--- config.mk ---
export PLATFORM = sky130hd
export DESIGN_NAME = base64_stream_decoder
export DESIGN_NICKNAME = d
export VERILOG_FILES = /design/src/hdl/b64dec_pkg.sv /design/src/hdl/b64dec_classify.sv /design/src/hdl/b64dec_core.sv /design/src/hdl/base64_stream_decoder.sv
export SDC_FILE = /design/constraint.sdc
export NUM_CORES = 1
export LEC_CHECK = 0
export ABC_AREA = 0
export BUFFER_PORTS_ARGS = -buffer_cell sky130_fd_sc_hd__buf_2
export CORE_MARGIN = 2
export CORE_UTILIZATION = 58
export DETAILED_ROUTE_END_ITERATION = 7
export PLACE_DENSITY_LB_ADDON = 0.15
export SETUP_SLACK_MARGIN = 0.3
export SKIP_CTS_REPAIR_TIMING = 1
export SLEW_MARGIN = 25
export SYNTH_ARGS = -nofsm -noshare
export SYNTH_HDL_FRONTEND = slang
export SYNTH_HIERARCHICAL = 1
export SYNTH_SLANG_ARGS = --single-unit
--- constraint.sdc ---
create_clock -name clk -period 4.62 [get_ports clk]
set_clock_uncertainty 0.2 [all_clocks]
set_input_delay 0.231 -clock clk [delete_from_list [all_inputs] [get_ports clk]]
set_output_delay 0.231 -clock clk [all_outputs]
set_load 0.05 [all_outputs]
--- src/hdl/b64dec_pkg.sv ---
package b64dec_pkg;

  localparam int COUNT_BITS = 24;

  localparam logic REQ_CHAR   = 1'b0;
  localparam logic REQ_FINISH = 1'b1;

  localparam logic KIND_DATA   = 1'b0;
  localparam logic KIND_STATUS = 1'b1;

  localparam logic [2:0] ST_OK         = 3'd0;
  localparam logic [2:0] ST_AFTER_PAD  = 3'd1;
  localparam logic [2:0] ST_BAD_CHAR   = 3'd2;
  localparam logic [2:0] ST_OVERFLOW   = 3'd3;
  localparam logic [2:0] ST_EXCESS_PAD = 3'd4;
  localparam logic [2:0] ST_LEFTOVER   = 3'd5;

  typedef struct packed {
    logic       req_type;
    logic [7:0] text_char;
  } req_item_t;

  typedef struct packed {
    logic                  out_kind;
    logic [7:0]            data_byte;
    logic [2:0]            status;
    logic [COUNT_BITS-1:0] byte_count;
  } rsp_item_t;

  typedef enum logic [1:0] {
    CLS_SPACE,
    CLS_PAD,
    CLS_SYM,
    CLS_BAD
  } char_class_t;

  typedef struct packed {
    char_class_t cls;
    logic [5:0]  value;
  } sym_info_t;

endpackage

--- src/hdl/b64dec_classify.sv ---
module b64dec_classify import b64dec_pkg::*; (
  input  logic [7:0] text_char,
  output sym_info_t  info
);

  always_comb begin
    info.cls   = CLS_BAD;
    info.value = 6'd0;
    if (text_char == 8'h20 || text_char == 8'h09 || text_char == 8'h0D ||
        text_char == 8'h0A) begin
      info.cls = CLS_SPACE;
    end else if (text_char == 8'h3D) begin
      info.cls = CLS_PAD;
    end else if (text_char >= 8'h41 && text_char <= 8'h5A) begin
      info.cls   = CLS_SYM;
      info.value = 6'(text_char - 8'h41);
    end else if (text_char >= 8'h61 && text_char <= 8'h7A) begin
      info.cls   = CLS_SYM;
      info.value = 6'(text_char - 8'h61 + 8'd26);
    end else if (text_char >= 8'h30 && text_char <= 8'h39) begin
      info.cls   = CLS_SYM;
      info.value = 6'(text_char - 8'h30 + 8'd52);
    end else if (text_char == 8'h2B) begin
      info.cls   = CLS_SYM;
      info.value = 6'h3E;
    end else if (text_char == 8'h2F) begin
      info.cls   = CLS_SYM;
      info.value = 6'h3F;
    end
  end

endmodule

--- src/hdl/b64dec_core.sv ---
module b64dec_core import b64dec_pkg::*; (
  input  logic                  clk,
  input  logic                  rst,
  input  logic                  item_valid,
  output logic                  item_ready,
  input  req_item_t             item,
  input  logic [COUNT_BITS-1:0] capacity,
  output logic                  rsp_valid,
  input  logic                  rsp_ready,
  output rsp_item_t             rsp
);

  logic [5:0]            residual_bits, residual_bits_next;
  logic [2:0]            residual_count, residual_count_next;
  logic [1:0]            pad_count, pad_count_next;
  logic [2:0]            error_code, error_code_next;
  logic [COUNT_BITS-1:0] emitted_count, emitted_count_next;

  sym_info_t  info;
  logic       fire;
  logic       produce;
  rsp_item_t  result;
  logic [11:0] joined;
  logic [11:0] shifted;
  logic [2:0]  keep;

  b64dec_classify u_classify (
    .text_char (item.text_char),
    .info      (info)
  );

  assign item_ready = !rsp_valid || rsp_ready;
  assign fire       = item_valid && item_ready;

  // keep is the number of bits left over once a byte goes out
  assign joined  = {residual_bits, info.value};
  assign keep    = residual_count - 3'd2;
  assign shifted = joined >> keep;

  always_comb begin
    residual_bits_next  = residual_bits;
    residual_count_next = residual_count;
    pad_count_next      = pad_count;
    error_code_next     = error_code;
    emitted_count_next  = emitted_count;
    produce             = 1'b0;
    result.out_kind     = KIND_DATA;
    result.data_byte    = 8'd0;
    result.status       = ST_OK;
    result.byte_count   = '0;

    if (item.req_type == REQ_FINISH) begin
      produce           = 1'b1;
      result.out_kind   = KIND_STATUS;
      result.byte_count = emitted_count;
      if (error_code != ST_OK) begin
        result.status = error_code;
      end else if (pad_count == 2'd3) begin
        result.status = ST_EXCESS_PAD;
      end else if (residual_count != 3'd0 && residual_bits != 6'd0) begin
        result.status = ST_LEFTOVER;
      end
      residual_bits_next  = 6'd0;
      residual_count_next = 3'd0;
      pad_count_next      = 2'd0;
      error_code_next     = ST_OK;
      emitted_count_next  = '0;
    end else if (error_code == ST_OK) begin
      case (info.cls)
        CLS_SPACE: begin
        end
        CLS_PAD: begin
          if (pad_count != 2'd3) begin
            pad_count_next = pad_count + 2'd1;
          end
        end
        default: begin
          if (pad_count != 2'd0) begin
            error_code_next = ST_AFTER_PAD;
          end else if (info.cls == CLS_BAD) begin
            error_code_next = ST_BAD_CHAR;
          end else if (residual_count < 3'd2) begin
            residual_bits_next  = info.value;
            residual_count_next = residual_count + 3'd6;
          end else if (emitted_count >= capacity || emitted_count == '1) begin
            error_code_next = ST_OVERFLOW;
          end else begin
            produce             = 1'b1;
            result.data_byte    = shifted[7:0];
            residual_bits_next  = 6'(joined & ((12'd1 << keep) - 12'd1));
            residual_count_next = keep;
            emitted_count_next  = emitted_count + 1'b1;
          end
        end
      endcase
    end
  end

  always_ff @(posedge clk) begin
    if (rst) begin
      residual_bits  <= 6'd0;
      residual_count <= 3'd0;
      pad_count      <= 2'd0;
      error_code     <= ST_OK;
      emitted_count  <= '0;
      rsp_valid      <= 1'b0;
    end else begin
      if (fire) begin
        residual_bits  <= residual_bits_next;
        residual_count <= residual_count_next;
        pad_count      <= pad_count_next;
        error_code     <= error_code_next;
        emitted_count  <= emitted_count_next;
      end
      if (fire && produce) begin
        rsp_valid <= 1'b1;
      end else if (rsp_ready) begin
        rsp_valid <= 1'b0;
      end
    end
  end

  always_ff @(posedge clk) begin
    if (fire && produce) begin
      rsp <= result;
    end
  end

  a_count_even: assert property (@(posedge clk) disable iff (rst)
    residual_count[0] == 1'b0)
    else $error("residual count is odd");

  a_bits_masked: assert property (@(posedge clk) disable iff (rst)
    (residual_bits >> residual_count) == 6'd0)
    else $error("residual bits above count");

  a_finish_clears: assert property (@(posedge clk) disable iff (rst)
    fire && item.req_type == REQ_FINISH |=>
      residual_count == 3'd0 && pad_count == 2'd0 && error_code == ST_OK &&
      emitted_count == '0)
    else $error("finish left state behind");

  a_error_sticky: assert property (@(posedge clk) disable iff (rst)
    error_code != ST_OK && !(fire && item.req_type == REQ_FINISH) |=>
      error_code == $past(error_code))
    else $error("error code changed without finish");

  a_no_lost_result: assert property (@(posedge clk) disable iff (rst)
    rsp_valid && !rsp_ready |=> rsp_valid)
    else $error("pending result dropped");

endmodule

--- src/hdl/base64_stream_decoder.sv ---
// Base64 text decoder, one character per item. Characters enter a holding
// register and are decoded from there straight into the result register
// once that register is free, and a new item is taken every cycle as long as
// the result side keeps up; the only thing that slows intake is a result left
// waiting in the result register. Whitespace and pad characters give no
// result, an alphabet character gives a data byte whenever eight bits are
// collected, and a finish item gives the status and byte count and starts a
// new stream. The first error sticks until finish. The user must write
// out_capacity (cfg_data) only while the block is idle; the block itself does
// not enforce this. out_capacity resets to the full 24-bit range.
module base64_stream_decoder import b64dec_pkg::*; (
  input  logic                  clk,
  input  logic                  rst,
  input  logic                  req_valid,
  output logic                  req_ready,
  input  req_item_t             req,
  output logic                  rsp_valid,
  input  logic                  rsp_ready,
  output rsp_item_t             rsp,
  input  logic                  cfg_valid,
  output logic                  cfg_ready,
  input  logic [COUNT_BITS-1:0] cfg_data
);

  logic [COUNT_BITS-1:0] out_capacity;
  logic                  hold_valid;
  req_item_t             hold;
  logic                  item_ready;

  assign cfg_ready = 1'b1;
  assign req_ready = !hold_valid || item_ready;

  always_ff @(posedge clk) begin
    if (rst) begin
      out_capacity <= '1;
      hold_valid   <= 1'b0;
    end else begin
      if (cfg_valid) begin
        out_capacity <= cfg_data;
      end
      if (req_valid && req_ready) begin
        hold_valid <= 1'b1;
      end else if (item_ready) begin
        hold_valid <= 1'b0;
      end
    end
  end

  always_ff @(posedge clk) begin
    if (req_valid && req_ready) begin
      hold <= req;
    end
  end

  b64dec_core u_core (
    .clk        (clk),
    .rst        (rst),
    .item_valid (hold_valid),
    .item_ready (item_ready),
    .item       (hold),
    .capacity   (out_capacity),
    .rsp_valid  (rsp_valid),
    .rsp_ready  (rsp_ready),
    .rsp        (rsp)
  );

endmodule
# After elaboration in Yosys (flattened, before gate mapping)
# Index checks and enable logic that the tools add are counted.
# totals
reg_bits	109
in_bits	38
out_inout_bits	39
wordCells	144
# op_classes
n_addsub	10
order_cmp	8
eq_ne	19
n_shift	2
muxes	56
n_bitwise	2
reduce_logical	33
# ops
op	count
two-way mux 24 bit	7
two-way mux 6 bit	9
two-way mux 3 bit	17
== test 8 x 6 -> 1 bit (second input constant)	4
two-way mux 8 bit	4
adder 24 x 1 -> 24 bit (second input constant)	1
== test 24 bit (second input constant)	1
== test 8 x 4 -> 1 bit (second input constant)	3
>= comparator 24 bit	1
>= comparator 8 x 7 -> 1 bit (second input constant)	2
<= comparator 8 x 7 -> 1 bit (second input constant)	2
two-way mux 1 bit	12
two-way mux 2 bit	6
nonzero test 2 bit	6
right shift 12 x 3 -> 8 bit	1
subtractor 6 x 1 -> 6 bit (second input constant)	2
subtractor 6 bit (second input constant)	2
!= test 2 bit (second input constant)	5
>= comparator 8 x 6 -> 1 bit (second input constant)	1
<= comparator 8 x 6 -> 1 bit (second input constant)	1
OR reduction 8 bit	1
logical AND 1 bit	7
two-way mux 7 bit	1
AND reduction 7 bit	1
other kinds (25)	33

# Depth between registers and ports, before layout
# logic_depth
ltp_word	16
depth_mapped	16
depth_no_buf	13

# Hierarchy
# Netlist, hierarchy kept.
# by_module_without_submodules
mod	instances	cells_per_inst	area_each_um2	seq_area_each_um2
b64dec_core	1	414	4087.7	1821.7
base64_stream_decoder	1	96	1237.4	770.7
b64dec_classify	1	91	648.1	0.0

# Worst setup path after synthesis
# Ideal clock, no wire load.
# synth_path
path_kind	register -> register
start	reg hold[2] (netlist bit)
end	reg u_core.emitted_count[0]
setup_time_ns	0.130
arrival_time_ns	3.286
required_time_ns	4.290
setup_slack_ns	1.004
path_stages_with_launch	15
path_buffers	1
period_less_slack_ns	3.616
path_cell_list	edfxtp_1 > buf_6 > inv_1 > ha_1 > a21oi_2 > nor2_1 > a2111oi_4 > nor4_1 > o21a_1 > a221o_1 > nor3_2 > a31oi_4 > inv_2 > or3_1 > o41ai_2
# synth_lines
item	line	rtl
start, declared	base64_stream_decoder.sv:27	req_item_t hold;
start signal, assigned	base64_stream_decoder.sv:51	hold <= req;
end signal, assigned	b64dec_core.sv:113	emitted_count <= emitted_count_next;
end, declared	b64dec_core.sv:17	logic [COUNT_BITS-1:0] emitted_count, emitted_count_next;

==> flow_metrics.tcl <==
set metrics [dict create \
    hold_viol 0 \
    rsz0062_at_grt "no" \
    syn_area_mm2 0.00597 \
    synth.area.mux_share_pct 4.11 \
    cts_made_buffers 9 \
    grt_pass1_wl_um 20100 \
    met2_usage_pct 32.1 \
    synth_xor_area_share_pct 1.32 \
    timing.reg2reg.setup_slack_ns 0.57 \
    dieArea_mm2 0.0111 \
    met3_usage_pct 4.33 \
    h-tree-depth 3 \
    grt_max_degree 49 \
    final_common_cell "buf_2" \
    drt_wl_total_um 12900 \
    start_util_pct 58.9 \
    synth_compound_area_share_pct 15.9 \
    antenna_found_initial 0 \
    synth_fa_ha_area_share_pct 8.38 \
    synth-simple-area-share_pct 20.7 \
    ioPinCount 77 \
    end_kind "register" \
    clock_path_buffers 2 \
    startpoint_type "register" \
    cellLeakagePower_uw 0.00290 \
    maxSlewViolCount 0 \
    synth_cell_types 64 \
    first_pass_iters 5 \
    finalSetupTns_ns 0 \
    detailed_place.area_mm2 0.00634 \
    dieWidth_um 105 \
    worst_skew_pair.late_latency_ns 0.37 \
    drtIter0Drc 254 \
    synth_top_family_by_area "simple AND/OR/NAND/NOR gates" \
    syn_avg_cell_area_um2 9.94 \
    syn_inst 601 \
    power_density_mw_per_mm2 279 \
    timing.slew.headroom_pct 37.8 \
    arrival_ns 4.14 \
    core_mm2 0.0101 \
    rows 37 \
    path_class "reg -> reg" \
    cp_max_fo 23 \
    crit_required_ns 4.71 \
    grt.total_usage_pct 22.4 \
    wl_per_cell_um 15.4 \
    ys_warn_count 6 \
    ys_seq_area_share_pct 43.4 \
    maxCapViolCount 0 \
    cts_tree "done" \
    dpl_worst_slack_ns 0.438 \
    gp_congestion 0.947 \
    numPortBuffers 75 \
    area_growth_pct 16.5 \
    die_h_um 105 \
    final_cell_mix "buf_2 (75), dfxtp_1 (62), a21oi_1 (47)" \
    status "complete, no violations" \
    fin_crit_sh_pct 87.7 \
    use_met1_pct 33.8 \
    peakVddDrop_mv 0.184 \
    finalWorstSetupSlack_ns 0.570 \
    setup_violations 0 \
    syn-num-nets 679 \
    synth_edf_count 45 \
    period_needed_ns 4.05 \
    ys.flop_type "dfxtp_1" \
    vias_per_cell 5.76 \
    antenna_cells 0 \
    final_area_mm2 0.00696 \
    root_buffer "clkbuf_8" \
    drive_gt1_share_pct 16.8 \
    async_reset_ff_share_pct 0 \
    postRouteAntennaNets 0 \
    overflow 0 \
    max_slew.worst_pin.slew_ns 0.933 \
    grt-busiest-layer "met1" \
    path_clk_slew_ns 0.10 \
    vias 4836 \
    final_nets 776 \
    drc_errors 0 \
    max_freq_ghz 0.247 \
    grt_pass1_vias 4178 \
    dp_hpwl_um 8690 \
    clock_sinks 107 \
    ys_ff_latch 107 \
    hp-class "in -> reg" \
]
kinds of logic (layout without fill, tap and decap cells):
| group | count (synthesis) | after routing |
|---|---|---|
| other | 1 | 1 |
| AOI/OAI and AO/OA | 135 | 136 |
| adders and majority gates | 40 | 40 |
| and+or+nand+nor | 219 | 219 |
| muxes | 17 | 17 |
| xor gates and xnor gates | 9 | 9 |
| buffers and inverters | 73 | 174 |
| DFF | 107 | 107 |
through the flow:
step | std cells | hold slack (ns) | utilization [%] | power (uW)
CTS | 801 | -0.196 | 64.7 | 1920
floorplan | 601 | 0.130 | - | 1240
global route | 839 | 0.116 | 68.6 | 2010
detailed placement | 785 | 0.209 | 62.5 | 1290
global placement | 785 | 0.207 | 62.5 | 1280
finish | 839 | 0.131 | 68.6 | 1940
sequential cells by signal (all words and copies together) (netlist names):
name / cells
u_core/rsp: 36
hold: 9
u_core/emitted_count: 24
u_core/rsp_valid: 1
u_core/residual_count: 2
hold_valid: 1
u_core/residual_bits: 6
out_capacity: 24
u_core/pad_count: 2
u_core/error_code: 2
synth_stat cells (3+ instances only):
cell type  number  area, um2
a211o_1        24        210
a21o_1          3       22.5
a21oi_1        47        235
a221o_1         3       30.0
a31oi_1         3       18.8
and2_1         29        181
and3_1         10       62.6
buf_2           3       15.0
buf_4           3       22.5
buf_6           8       90.1
clkbuf_1       12       45.0
dfxtp_1        62       1240
edfxtp_1       45       1350
ha_1           40        500
inv_1          43        161
mux2i_1        11        110
mux4_2          6        135
nand2_1        37        139
nand2b_1        8       50.1
nand3_1        20        100
nand3b_1        4       30.0
nand4_1         9       56.3
nor2_1         23       86.3
nor2b_1        33        206
nor3_1          4       20.0
nor4_1          3       18.8
o21ai_0        22        110
o21ai_1         4       20.0
o31ai_1         4       30.0
o41ai_1         3       26.3
or3_1          21        131
or4_1           7       52.6
xnor2_1         6       52.6
xor2_1          3       26.3
final cells by class:
class / instances / area [um2]
multi-input cells: 422 / 3050
flip-flops and latches: 107 / 2590
inverters: 44 / 165
fillers: 812 / 3180
clock buffers: 9 / 124
clock inverters: 7 / 98.8
repair buffers: 114 / 761
well taps: 136 / 170
final timing paths:
| kind | cells past startpoint | to | start |
|---|---|---|---|
| setup / recovery | 12 | u_core/emitted_count[21] | hold[1] |
| hold / removal | 3 | u_core/rsp_valid | rsp_ready |
| setup reg to reg | 12 | u_core/emitted_count[21] | hold[1] |
| hold reg to reg | 2 | u_core/residual_bits[5] | u_core/residual_bits[5] |
power breakdown:
part	leakage (uW)	switching, uW	internal, uW
Sequential	0.000920	21.7	1010
Clock	0.000110	330	309
Combinational	0.00187	159	104
worst max-delay path, cell delays in order (launching register included):
cell and delay, ns:
edfxtp_1 0.55, inv_1 0.16, ha_1 0.30, nand2b_1 0.14, a21oi_1 0.09, a2111oi_4 0.53
nor4_1 0.10, o21a_1 0.22, a221o_1 0.39, nor3_4 0.29, a31oi_4 0.29, or3_2 0.54
a21oi_1 0.15
layer usage:
layer / vias to the layer above / routed length [um]
met5: - / 0
met4: 0 / 178
met3: 22 / 901
met2: 216 / 5800
met1: 2236 / 6070
li1: 2362 / -
Note: power is estimated with default switching activity, not from simulation.
